File: src/rtl/edfs_pkg.sv
// ----------------------------------------------------------------------------
// edfs_pkg
// shared types, codes and constants of the earliest-deadline-first selector
// ----------------------------------------------------------------------------
`default_nettype none

package edfs_pkg;

    // default number of task slots
    localparam int TASK_SLOTS_DEF = 16;

    // field widths
    localparam int MODE_W     = 3;
    localparam int TSLOT_W    = 4;
    localparam int DEADLINE_W = 64;
    localparam int STAMP_W    = 32;

    // event codes
    localparam logic [MODE_W-1:0] MODE_SCHEDULE     = 3'd0;
    localparam logic [MODE_W-1:0] MODE_CANCEL       = 3'd1;
    localparam logic [MODE_W-1:0] MODE_COMPLETE     = 3'd2;
    localparam logic [MODE_W-1:0] MODE_PICK         = 3'd3;
    localparam logic [MODE_W-1:0] MODE_SET_DEADLINE = 3'd4;

    // special deadlines
    localparam logic [DEADLINE_W-1:0] DEADLINE_NOW  = '0;
    localparam logic [DEADLINE_W-1:0] DEADLINE_IDLE = '1;

    // schedule refusal code
    localparam logic STATUS_OK   = 1'b0;
    localparam logic STATUS_BUSY = 1'b1;

    // per-slot status
    typedef enum logic [1:0] {
        ST_IDLE    = 2'd0,
        ST_QUEUED  = 2'd1,
        ST_RUNNING = 2'd2
    } slot_st_t;

    // write enables of the slot store
    typedef struct packed {
        logic dl_we;
        logic stamp_we;
    } mem_wr_t;

    // control of the shared compare unit
    typedef struct packed {
        logic clear;
        logic step;
        logic active;
    } cmp_ctl_t;

    // slot takes part in a pick
    function automatic logic slot_active(slot_st_t s);
        return (s == ST_QUEUED) || (s == ST_RUNNING);
    endfunction

endpackage

`default_nettype wire

File: src/rtl/edfs_slot_mem.sv
// ----------------------------------------------------------------------------
// edfs_slot_mem
// deadline and arrival stamp store, one write port and one registered read port
// ----------------------------------------------------------------------------
`default_nettype none

module edfs_slot_mem #(
    parameter int TASK_SLOTS = edfs_pkg::TASK_SLOTS_DEF,
    parameter int SLOT_W     = $clog2(TASK_SLOTS)
) (
    input  wire                                clk,
    input  edfs_pkg::mem_wr_t                  wr,
    input  wire  [SLOT_W-1:0]                  wr_addr,
    input  wire  [edfs_pkg::DEADLINE_W-1:0]    wr_deadline,
    input  wire  [edfs_pkg::STAMP_W-1:0]       wr_stamp,
    input  wire  [SLOT_W-1:0]                  rd_addr,
    output logic [edfs_pkg::DEADLINE_W-1:0]    rd_deadline,
    output logic [edfs_pkg::STAMP_W-1:0]       rd_stamp
);

    logic [edfs_pkg::DEADLINE_W-1:0] dl_mem    [TASK_SLOTS];
    logic [edfs_pkg::STAMP_W-1:0]    stamp_mem [TASK_SLOTS];

    // write port
    always_ff @(posedge clk)
    begin
        if (wr.dl_we)
        begin
            dl_mem[wr_addr] <= wr_deadline;
        end
        if (wr.stamp_we)
        begin
            stamp_mem[wr_addr] <= wr_stamp;
        end
    end

    // registered read port
    always_ff @(posedge clk)
    begin
        rd_deadline <= dl_mem[rd_addr];
        rd_stamp    <= stamp_mem[rd_addr];
    end

endmodule

`default_nettype wire

File: src/rtl/edfs_cmp_unit.sv
// ----------------------------------------------------------------------------
// edfs_cmp_unit
// shared compare step: folds one candidate slot per cycle into the running best
// ----------------------------------------------------------------------------
`default_nettype none

module edfs_cmp_unit #(
    parameter int TASK_SLOTS = edfs_pkg::TASK_SLOTS_DEF,
    parameter int SLOT_W     = $clog2(TASK_SLOTS)
) (
    input  wire                                clk,
    input  wire                                rst_n,
    input  edfs_pkg::cmp_ctl_t                 ctl,
    input  wire  [SLOT_W-1:0]                  cand_slot,
    input  wire  [edfs_pkg::DEADLINE_W-1:0]    cand_deadline,
    input  wire  [edfs_pkg::STAMP_W-1:0]       cand_stamp,
    input  wire  [edfs_pkg::STAMP_W-1:0]       arrival_count,
    output logic                               found,
    output logic [SLOT_W-1:0]                  best_slot
);

    logic                             found_reg, found_next;
    logic                             found_now_reg, found_now_next;
    logic [SLOT_W-1:0]                best_reg, best_next;
    logic [edfs_pkg::DEADLINE_W-1:0]  best_dl_reg, best_dl_next;
    logic [edfs_pkg::STAMP_W-1:0]     best_age_reg, best_age_next;
    logic [edfs_pkg::STAMP_W-1:0]     cand_age;
    logic                             is_now;

    // age of the candidate, wraps with the counter
    assign cand_age = arrival_count - cand_stamp;
    assign is_now   = (cand_deadline == edfs_pkg::DEADLINE_NOW);

    // one compare step
    always_comb
    begin
        found_next     = found_reg;
        found_now_next = found_now_reg;
        best_next      = best_reg;
        best_dl_next   = best_dl_reg;
        best_age_next  = best_age_reg;
        if (ctl.clear)
        begin
            found_next     = 1'b0;
            found_now_next = 1'b0;
            best_next      = '0;
            best_dl_next   = edfs_pkg::DEADLINE_IDLE;
            best_age_next  = '0;
        end
        else if (ctl.step && ctl.active)
        begin
            if (is_now)
            begin
                // oldest zero-deadline slot beats everything
                if (!found_now_reg || (cand_age > best_age_reg))
                begin
                    found_now_next = 1'b1;
                    best_next      = cand_slot;
                    best_age_next  = cand_age;
                end
                found_next = 1'b1;
            end
            else if (!found_now_reg)
            begin
                // smallest deadline, later arrival on a tie
                if (!found_reg || (cand_deadline < best_dl_reg) ||
                    ((cand_deadline == best_dl_reg) && (cand_age < best_age_reg)))
                begin
                    best_next     = cand_slot;
                    best_dl_next  = cand_deadline;
                    best_age_next = cand_age;
                    found_next    = 1'b1;
                end
            end
        end
    end

    // control flags
    always_ff @(posedge clk or negedge rst_n)
    begin
        if (!rst_n)
        begin
            found_reg     <= 1'b0;
            found_now_reg <= 1'b0;
        end
        else
        begin
            found_reg     <= found_next;
            found_now_reg <= found_now_next;
        end
    end

    // best candidate payload
    always_ff @(posedge clk)
    begin
        best_reg     <= best_next;
        best_dl_reg  <= best_dl_next;
        best_age_reg <= best_age_next;
    end

    assign found     = found_reg;
    assign best_slot = best_reg;

endmodule

`default_nettype wire

File: src/rtl/edf_task_selector_core.sv
// ----------------------------------------------------------------------------
// edf_task_selector_core
// earliest-deadline-first task selector with a slot table and serial pick scan
// ----------------------------------------------------------------------------
// Usage:
//   Events enter on the input channel (in_valid/in_ready) as mode, task_slot
//   and deadline; every event gives exactly one result on the output channel
//   (out_valid/out_ready) as status, picked_valid and picked_slot.
//   Schedule, cancel, complete and set deadline finish in the accept cycle;
//   their result is shown on the next cycle from the output register.
//   Pick walks the slot table through one shared compare unit, one slot per
//   cycle from the registered read port of the deadline/stamp store, then
//   passes the drain and done states; done waits for a free output register.
//   in_ready is high only while no pick is being scanned and the output
//   register is empty or being taken this cycle; a stalled receiver thus
//   holds the block after one pending result.
//   Reset sets every slot idle, clears the arrival counter and empties the
//   output register; deadline and stamp storage is not cleared.
// ----------------------------------------------------------------------------
`default_nettype none

module edf_task_selector_core #(
    parameter int TASK_SLOTS = edfs_pkg::TASK_SLOTS_DEF
) (
    input  wire                                clk,
    input  wire                                rst_n,
    input  wire                                in_valid,
    output logic                               in_ready,
    input  wire  [edfs_pkg::MODE_W-1:0]        mode,
    input  wire  [edfs_pkg::TSLOT_W-1:0]       task_slot,
    input  wire  [edfs_pkg::DEADLINE_W-1:0]    deadline,
    output logic                               out_valid,
    input  wire                                out_ready,
    output logic                               status,
    output logic                               picked_valid,
    output logic [edfs_pkg::TSLOT_W-1:0]       picked_slot
);

    localparam int SLOT_W = $clog2(TASK_SLOTS);
    localparam logic [SLOT_W-1:0] LAST_SLOT = SLOT_W'(TASK_SLOTS - 1);

    typedef enum logic [1:0] {
        S_IDLE,
        S_SCAN,
        S_DRAIN,
        S_DONE
    } state_t;

    state_t                          state_reg, state_next;
    edfs_pkg::slot_st_t              slot_st_reg [TASK_SLOTS];
    edfs_pkg::slot_st_t              slot_st_next [TASK_SLOTS];
    logic [edfs_pkg::STAMP_W-1:0]    arr_cnt_reg, arr_cnt_next;
    logic [SLOT_W-1:0]               scan_idx_reg, scan_idx_next;
    logic                            pend_reg, pend_next;
    logic                            act_reg, act_next;
    logic [SLOT_W-1:0]               cand_reg, cand_next;
    logic                            out_valid_reg, out_valid_next;
    logic                            status_reg, status_next;
    logic                            pvalid_reg, pvalid_next;
    logic [edfs_pkg::TSLOT_W-1:0]    pslot_reg, pslot_next;

    logic                            accept;
    logic                            out_free;
    logic                            in_range;
    logic [SLOT_W-1:0]               wr_addr;
    edfs_pkg::mem_wr_t               mem_wr;
    edfs_pkg::cmp_ctl_t              cmp_ctl;
    logic [edfs_pkg::DEADLINE_W-1:0] rd_deadline;
    logic [edfs_pkg::STAMP_W-1:0]    rd_stamp;
    logic                            cmp_found;
    logic [SLOT_W-1:0]               cmp_best;

    // handshake
    assign out_free = !out_valid_reg || out_ready;
    assign in_ready = (state_reg == S_IDLE) && out_free;
    assign accept   = in_valid && in_ready;
    assign in_range = (32'(task_slot) < 32'(TASK_SLOTS));
    assign wr_addr  = SLOT_W'(task_slot);

    // deadline and stamp store
    edfs_slot_mem #(
        .TASK_SLOTS (TASK_SLOTS),
        .SLOT_W     (SLOT_W)
    ) u_mem (
        .clk         (clk),
        .wr          (mem_wr),
        .wr_addr     (wr_addr),
        .wr_deadline (deadline),
        .wr_stamp    (arr_cnt_reg),
        .rd_addr     (scan_idx_reg),
        .rd_deadline (rd_deadline),
        .rd_stamp    (rd_stamp)
    );

    // shared compare unit
    edfs_cmp_unit #(
        .TASK_SLOTS (TASK_SLOTS),
        .SLOT_W     (SLOT_W)
    ) u_cmp (
        .clk           (clk),
        .rst_n         (rst_n),
        .ctl           (cmp_ctl),
        .cand_slot     (cand_reg),
        .cand_deadline (rd_deadline),
        .cand_stamp    (rd_stamp),
        .arrival_count (arr_cnt_reg),
        .found         (cmp_found),
        .best_slot     (cmp_best)
    );

    // sequencer and event handling
    always_comb
    begin
        state_next     = state_reg;
        slot_st_next   = slot_st_reg;
        arr_cnt_next   = arr_cnt_reg;
        scan_idx_next  = scan_idx_reg;
        pend_next      = 1'b0;
        act_next       = act_reg;
        cand_next      = cand_reg;
        out_valid_next = out_valid_reg && !out_ready;
        status_next    = status_reg;
        pvalid_next    = pvalid_reg;
        pslot_next     = pslot_reg;
        mem_wr         = '0;
        cmp_ctl.clear  = 1'b0;
        cmp_ctl.step   = pend_reg;
        cmp_ctl.active = act_reg;

        unique case (state_reg)
            S_IDLE:
            begin
                if (accept)
                begin
                    if (mode == edfs_pkg::MODE_PICK)
                    begin
                        state_next    = S_SCAN;
                        scan_idx_next = '0;
                        cmp_ctl.clear = 1'b1;
                    end
                    else
                    begin
                        out_valid_next = 1'b1;
                        status_next    = edfs_pkg::STATUS_OK;
                        pvalid_next    = 1'b0;
                        pslot_next     = '0;
                        if (in_range)
                        begin
                            unique case (mode)
                                edfs_pkg::MODE_SCHEDULE:
                                begin
                                    if (edfs_pkg::slot_active(slot_st_reg[wr_addr]))
                                    begin
                                        status_next = edfs_pkg::STATUS_BUSY;
                                    end
                                    else
                                    begin
                                        mem_wr.dl_we          = 1'b1;
                                        mem_wr.stamp_we       = 1'b1;
                                        arr_cnt_next          = arr_cnt_reg + 1'b1;
                                        slot_st_next[wr_addr] = edfs_pkg::ST_QUEUED;
                                    end
                                end
                                edfs_pkg::MODE_CANCEL:
                                begin
                                    if (slot_st_reg[wr_addr] == edfs_pkg::ST_QUEUED)
                                    begin
                                        slot_st_next[wr_addr] = edfs_pkg::ST_IDLE;
                                    end
                                end
                                edfs_pkg::MODE_COMPLETE:
                                begin
                                    slot_st_next[wr_addr] = edfs_pkg::ST_IDLE;
                                end
                                edfs_pkg::MODE_SET_DEADLINE:
                                begin
                                    mem_wr.dl_we = 1'b1;
                                end
                                default:
                                begin
                                end
                            endcase
                        end
                    end
                end
            end
            S_SCAN:
            begin
                // issue one slot read, compare it next cycle
                pend_next = 1'b1;
                act_next  = edfs_pkg::slot_active(slot_st_reg[scan_idx_reg]);
                cand_next = scan_idx_reg;
                if (scan_idx_reg == LAST_SLOT)
                begin
                    state_next = S_DRAIN;
                end
                else
                begin
                    scan_idx_next = scan_idx_reg + 1'b1;
                end
            end
            S_DRAIN:
            begin
                // last compare step runs here
                state_next = S_DONE;
            end
            S_DONE:
            begin
                if (out_free)
                begin
                    out_valid_next = 1'b1;
                    status_next    = edfs_pkg::STATUS_OK;
                    pvalid_next    = cmp_found;
                    pslot_next     = cmp_found ? edfs_pkg::TSLOT_W'(cmp_best) : '0;
                    if (cmp_found)
                    begin
                        slot_st_next[cmp_best] = edfs_pkg::ST_RUNNING;
                    end
                    state_next = S_IDLE;
                end
            end
            default:
            begin
                state_next = S_IDLE;
            end
        endcase
    end

    // control state
    always_ff @(posedge clk or negedge rst_n)
    begin
        if (!rst_n)
        begin
            state_reg     <= S_IDLE;
            arr_cnt_reg   <= '0;
            pend_reg      <= 1'b0;
            out_valid_reg <= 1'b0;
            for (int i = 0; i < TASK_SLOTS; i++)
            begin
                slot_st_reg[i] <= edfs_pkg::ST_IDLE;
            end
        end
        else
        begin
            state_reg     <= state_next;
            arr_cnt_reg   <= arr_cnt_next;
            pend_reg      <= pend_next;
            out_valid_reg <= out_valid_next;
            slot_st_reg   <= slot_st_next;
        end
    end

    // scan and result payload
    always_ff @(posedge clk)
    begin
        scan_idx_reg <= scan_idx_next;
        act_reg      <= act_next;
        cand_reg     <= cand_next;
        status_reg   <= status_next;
        pvalid_reg   <= pvalid_next;
        pslot_reg    <= pslot_next;
    end

    assign out_valid    = out_valid_reg;
    assign status       = status_reg;
    assign picked_valid = pvalid_reg;
    assign picked_slot  = pslot_reg;

endmodule

`default_nettype wire

File: config.mk
export PLATFORM = sky130hd
export DESIGN_NAME = edf_task_selector_core
export DESIGN_NICKNAME = d
export VERILOG_FILES = /design/src/rtl/edfs_pkg.sv /design/src/rtl/edfs_slot_mem.sv /design/src/rtl/edfs_cmp_unit.sv /design/src/rtl/edf_task_selector_core.sv
export SDC_FILE = /design/constraint.sdc
export NUM_CORES = 2
export LEC_CHECK = 0
export ABC_AREA = 1
export BUFFER_PORTS_ARGS = -buffer_cell sky130_fd_sc_hd__buf_2
export CAP_MARGIN = 20
export CORE_MARGIN = 2
export CORE_UTILIZATION = 50
export DETAILED_ROUTE_END_ITERATION = 6
export MAX_ROUTING_LAYER = met4
export PLACE_DENSITY = 0.65
export SYNTH_ARGS = -nofsm -noshare
export SYNTH_HDL_FRONTEND = slang
export SYNTH_HIERARCHICAL = 1
export SYNTH_SLANG_ARGS = --single-unit
File: constraint.sdc
create_clock -name clk -period 7.5 [get_ports clk]
set_clock_uncertainty 0.2 [all_clocks]
set_input_delay 0.75 -clock clk [delete_from_list [all_inputs] [get_ports clk]]
set_output_delay 0.75 -clock clk [all_outputs]
set_load 0.1 [all_outputs]
== Word level (Yosys, flattened, before mapping) ==
Memory sizes are Yosys's and may differ from the RTL's. A register that Yosys moved wholly into a read port is not among the register bits.
Cells that the tools add are included.

* Flip-flop bits (word level): 185
* Bits in writable memories: 1536
* Input bits: 75
* Output and inout port bits: 8
* Logic and storage cells: 198
* Memories kept: 2

{| class="wikitable"
|+ Memory list
! memory !! depth !! width !! read ports !! clocked after memory_dff !! write ports !! RTL line !! RTL
|-
| u_mem.dl_mem || 16 || 64 || 1 || 1 || 1 || edfs_slot_mem.sv:21 || <nowiki>logic [edfs_pkg::DEADLINE_W-1:0] dl_mem [TASK_SLOTS];</nowiki>
|-
| u_mem.stamp_mem || 16 || 32 || 1 || 1 || 1 || edfs_slot_mem.sv:22 || <nowiki>logic [edfs_pkg::STAMP_W-1:0] stamp_mem [TASK_SLOTS];</nowiki>
|}

* Add/subtract/negate cells: 3
* $lt $le $gt $ge: 8
* Eq/ne operators: 26
* Multiplexer cells: 77
* Bitwise logic cells: 15
* Reductions and logical operators: 36

{| class="wikitable"
|+ Operators with widths
! kind !! count
|-
| $mux W32 || 10
|-
| $pmux W32 S3 || 1
|-
| $eq A64 B64 Y1 || 1
|-
| $logic_not A64 Y1 || 1
|-
| $lt A64 B64 Y1 || 1
|-
| $pmux W32 S2 || 1
|-
| $mux W4 || 11
|-
| $add A32 B1 Y32 const B || 1
|-
| $and A16 B16 Y16 || 2
|-
| $and A32 B32 Y32 || 1
|-
| $gt A32 B32 Y1 || 1
|-
| $lt A32 B32 Y1 || 1
|-
| $not A16 Y16 || 2
|-
| $not A32 Y32 || 1
|-
| $or A16 B16 Y16 || 2
|-
| $sub A32 B32 Y32 || 1
|-
| $mux W1 || 29
|-
| $mux W2 || 14
|-
| $reduce_and A4 Y1 || 5
|-
| $bmux W2 S4 || 2
|-
| $demux W2 S4 || 2
|-
| $pmux W4 S2 || 2
|-
| $ge A5 B5 Y1 const B || 3
|-
| $not A4 Y5 || 3
|-
| other kinds (25) || 67
|}

== Logic depth before layout (Yosys ltp) ==
* Depth after elaboration: 13
* Gate-level depth with buffers: 32

== Hierarchy ==
Netlist, hierarchy kept.

{| class="wikitable"
|+ Modules (own cells, without submodules)
! module !! times used !! cells an instance !! area an instance (µm²) !! seq. area each (µm²)
|-
| edfs_slot_mem || 1 || 6336 || 67657.4 || 48046.1
|-
| edfs_cmp_unit || 1 || 1299 || 8989.9 || 2052.0
|-
| edf_task_selector_core || 1 || 801 || 5432.7 || 2152.1
|}

== Worst setup path after synthesis ==
OpenSTA, ideal clock, no wires.

* Path type: input to register
* Start: input port task_slot[1] in the netlist's numbering
* End: memory u_mem/dl_mem[14][0] in the netlist's numbering, enable pin
* Data arrival time: 6.506 ns
* Required time: 6.735 ns
* Path slack: 0.229 ns
* Stages on the path: 14
* Path buffers: 1
* Cell sequence: nand2_1 > buf_2 > inv_1 > a22oi_1 > nand2_1 > nand2_1 > nand2_1 > inv_1 > nand2_1 > ha_1 > nor2_1 > nor3_1 > inv_1 > nor3_1

{| class="wikitable"
|+ RTL lines
! element !! RTL line !! RTL
|-
| start: declaration || edf_task_selector_core.sv:30 || <nowiki>input wire [edfs_pkg::TSLOT_W-1:0] task_slot,</nowiki>
|-
| end: declaration || edfs_slot_mem.sv:21 ||
|}

== Worst setup path in the final report ==
* Start: register arr_cnt_reg[0] in the netlist's numbering
* End: register u_cmp/best_age_reg[2] in the netlist's numbering

* Word-level cells in the longest chain between the ends: 6
* Elaborated cells between the ends (all ways): 13
* Those cells by class: 1 x add/sub; 2 x order compare; 1 x eq/ne; 4 x mux; 5 x reduce/logical

{| class="wikitable"
|+ RTL lines
! element !! RTL line !! RTL
|-
| start: declaration || edf_task_selector_core.sv:52 || <nowiki>logic [edfs_pkg::STAMP_W-1:0] arr_cnt_reg, arr_cnt_next;</nowiki>
|-
| start signal: assignment || edf_task_selector_core.sv:246 || <nowiki>arr_cnt_reg <= arr_cnt_next;</nowiki>
|-
| $sub A32 B32 Y32 (*) || edfs_cmp_unit.sv:31 || <nowiki>assign cand_age = arrival_count - cand_stamp;</nowiki>
|-
| via u_cmp.cand_age, one bit || edfs_cmp_unit.sv:27 || <nowiki>logic [edfs_pkg::STAMP_W-1:0] cand_age;</nowiki>
|-
| $lt A32 B32 Y1 || edfs_cmp_unit.sv:67 || <nowiki>((cand_deadline == best_dl_reg) && (cand_age < best_age_reg)))</nowiki>
|-
| $logic_and A1 B1 Y1 || edfs_cmp_unit.sv:67 ||
|-
| $logic_or A1 B1 Y1 || edfs_cmp_unit.sv:66 || <nowiki>if (!found_reg || (cand_deadline < best_dl_reg) ||</nowiki>
|-
| $reduce_bool A2 Y1 (no source line) || n/a ||
|-
| $reduce_and A4 Y1 (no source line) (*) || n/a ||
|-
| end signal: assignment || edfs_cmp_unit.sv:98 || <nowiki>best_age_reg <= best_age_next;</nowiki>
|-
| end: declaration || edfs_cmp_unit.sv:26 || <nowiki>logic [edfs_pkg::STAMP_W-1:0] best_age_reg, best_age_next;</nowiki>
|}

Mark *: on every way through the listed nets, which the timed path passes. The rest lies on a longest branch. The select of a mux whose other input is x is not followed.
A chain may end at the register's enable or synchronous reset.

==> summary.md <==
| Metric | Value |
|---|---|
| F_max | `0.182 GHz` |
| Register area share after synthesis | `63.7%` |
| Syn Inst Count | `8436` |
| Endpoint class of the critical path | `flop` |
| Initial Util | `50.4%` |
| Cell Count Post-Placement | `10384` |
| Largest regs | `u_mem/dl_mem x1024, u_mem/stamp_mem x512` |
| Worst Path Max Fanout | `95` |
| Post-Layout Inst Area | `90500 um^2` |
| CP top delay family | `simple AND/OR/NAND/NOR gates` |
| Setup Viol. Count Final | `0` |
| Total Negative Setup Slacks | `0 ns` |
| Tot Pwr | `32.5 mW` |
| Final min period | `5.48 ns` |
| CP Class | `flop to flop` |
| Synth Cell Area | `82100 um^2` |
| Number of max-cap violations | `0` |
| VDD IR max | `404 uV` |
| Max_slew headroom | `8.19%` |
| GRT Total Usage | `26.1%` |
| PwrDens | `360 nW/um^2` |
| Chip height | `409 um` |
| Chip width | `409 um` |
| Clock buffer count from CTS | `187` |
| Worst-margin pin slew | `1.38 ns` |
| Worst-case clock buffer depth | `3` |
| Largest net degree at the start of global routing | `206` |
| Total grt overflow | `0` |
| Syn_nets | `8647` |
| # port buffers | `82` |
| Mux contribution to synthesized area | `0%` |
| Largest family of logic cells by synthesized area | `simple AND/OR/NAND/NOR gates` |
| Initial detailed-routing violation count | `5865` |
| Final non-filler cell total | `10755` |
| Endpoints failing hold | `0` |
| Hold crit path type | `input pin to flop` |
| Synth top area share | `56.7%` |
| Total number of vias | `57314` |
| Clk sinks | `1817` |
| Routed length per instance | `19.9 um` |
| Synth Area in Compound Gates | `2.91%` |
| CTS root buffer | `clkbuf_16` |
| Post-synth ARST share | `3.85%` |
| Number of placed I/O pins | `83` |
| Max Slew Vio Count | `0` |
| Slowest stage delay, CP | `0.82 ns` |
| CTS tree | `built` |
| CP bufs+invs | `4` |
| Post-Synth Adder-Cell Area | `2.08%` |
| Area leader, netlist | `edfxtp_1` |
| Post-synthesis average cell area | `9.73 um^2` |
| Levels on crit path | `27` |
| Placed instance area | `84200 um^2` |
| Post-cts resize count | `0` |
| DR vias/cell | `5.33` |
| XOR/XNOR share of the synthesized area | `0.523%` |
| Worst Hold Depth | `1` |
| Top reg by flops | `u_mem/dl_mem` |
| Cell leakage power | `40.1 nW` |
| Largest register FFs | `1024` |
| Top post-synthesis cells by count | `nand2_1 (2576), edfxtp_1 (1551), inv_1 (1492), nand3_1 (1286), nor2_1 (254)` |
| Initial antenna violation count | `18` |
| #FFs+latches synth | `1817` |
| RSZ-0062 raised after global routing | `no` |
| Drt pass-1 iters | `6` |
| Crit-path slowest cell | `buf_4` |
| Number of flops mapped to enable cells by yosys | `1551` |
| Skew-Pair Late Insertion Delay | `0.88 ns` |
| Synth Area in Simple Gates | `21.4%` |
| Ys flop type | `edfxtp_1` |
| Worst Path Required | `8.07 ns` |
| Cell mode on critical path | `nand2_1` |
| Nets | `8614` |
| Final WL | `214000 um` |
| Status | `completed` |
| Routed Antenna Nets | `0` |
| Die ar. | `167000 um^2` |
| Synth cell types | `47` |
| Final core utilization | `55.5%` |
| Row cnt | `148` |
| DRC | `0` |
| Startpoint types | `flop` |
| Register clock-pin slew on the reported worst setup and hold paths | `0.06 ns` |
| Gpl congestion | `0.905` |
| Period utilization | `73.1%` |
| Count of yosys warnings during synthesis | `6` |
| Vias in the first global route | `54533` |
| H-tree depth | `4` |
| R2R cell count | `27` |
| First-pass GRT wire length | `327000 um` |
| WP data arrival | `6.05 ns` |
| Share of layout cells above drive strength 1 | `6.40%` |
| Layout area overhead | `10.2%` |
| Most frequent cell after synthesis | `nand2_1` |
| Top area cells in the synthesized netlist | `edfxtp_1 (57%), nand2_1 (12%), nand3_1 (7.8%)` |
| Core Box Area | `163000 um^2` |
| DP HPWL | `112000 um` |
[layout by cell type (no fill, tap or decap), types with 64 or more instances in the layout]
cell type  instances
a21oi_1          121
buf_2             81
clkbuf_1          70
clkbuf_16        188
dfrtp_1           70
dfxtp_1          196
edfxtp_1        1551
ha_1             135
inv_1           1490
nand2_1         2575
nand3_1         1286
nor2_1           231
o211ai_2          64
o21ai_0           95
[layer usage]
| layer | GRT usage, % | vias to the layer above | routed length, um |
|---|---|---|---|
| li1 | - | 27192 | - |
| met1 | 35.6 | 27649 | 92800 |
| met2 | 40.8 | 2108 | 100000 |
| met3 | 3.72 | 365 | 15300 |
| met4 | 7.73 | 0 | 5410 |
| met5 | - | - | 0 |
[logic make-up after synthesis]
family	count (synthesis)
xor+xnor	49
compound gates	351
simple gates	4201
fa+ha+maj	136
flops	1817
buf+inv	1882
[layout make-up]
| type | count | area (um^2) |
|---|---|---|
| antenna | 14 | 35.0 |
| clock buffer | 289 | 5390 |
| clock inverter | 63 | 723 |
| fill | 14019 | 72500 |
| inverter | 1500 | 5660 |
| multi-input combinational | 4737 | 22300 |
| sequential | 1817 | 52300 |
| tap | 2175 | 2720 |
| timing repair buffer | 160 | 1370 |
[power by group]
group / internal (mW) / switching (mW) / leakage [nW]
clock: 5.17 / 3.99 / 2.96
combinational: 3.25 / 7.86 / 21.2
sequential: 11.7 / 0.520 / 15.9
total: 20.2 / 12.4 / 40.1
[path summary, 6_finish.rpt]
kind | end | slack (ns) | startpoint
worst max-delay path | u_cmp/best_age_reg[2] | 2.02 | arr_cnt_reg[0]
worst min-delay path | u_mem/dl_mem[7][7] | 0.05 | deadline[7]
worst max register to register | u_cmp/best_age_reg[2] | 2.02 | arr_cnt_reg[0]
worst min register to register | u_cmp/best_dl_reg[50] | 0.27 | u_cmp/best_dl_reg[50]
max in group asynchronous | arr_cnt_reg[26] | 5.86 | rst_n
min in group asynchronous | asynchronous set/reset pin | 0.17 | rst_n
[timing repair]
item,4_1_cts,5_1_grt
hold buffers,3,0
endpoints found under the hold margin,37,0
buffers inserted,0,0
[stage by stage]
step,setup slack (ns),hold slack [ns]
2_1_floorplan,0.229,0.238
3_3_place_gp,1.99,0.248
3_5_place_dp,1.91,0.251
4_1_cts,2.04,0.000303
5_1_grt,1.45,0.0280
6_report,2.02,0.0544
Power figures use the tool's default switching activity.
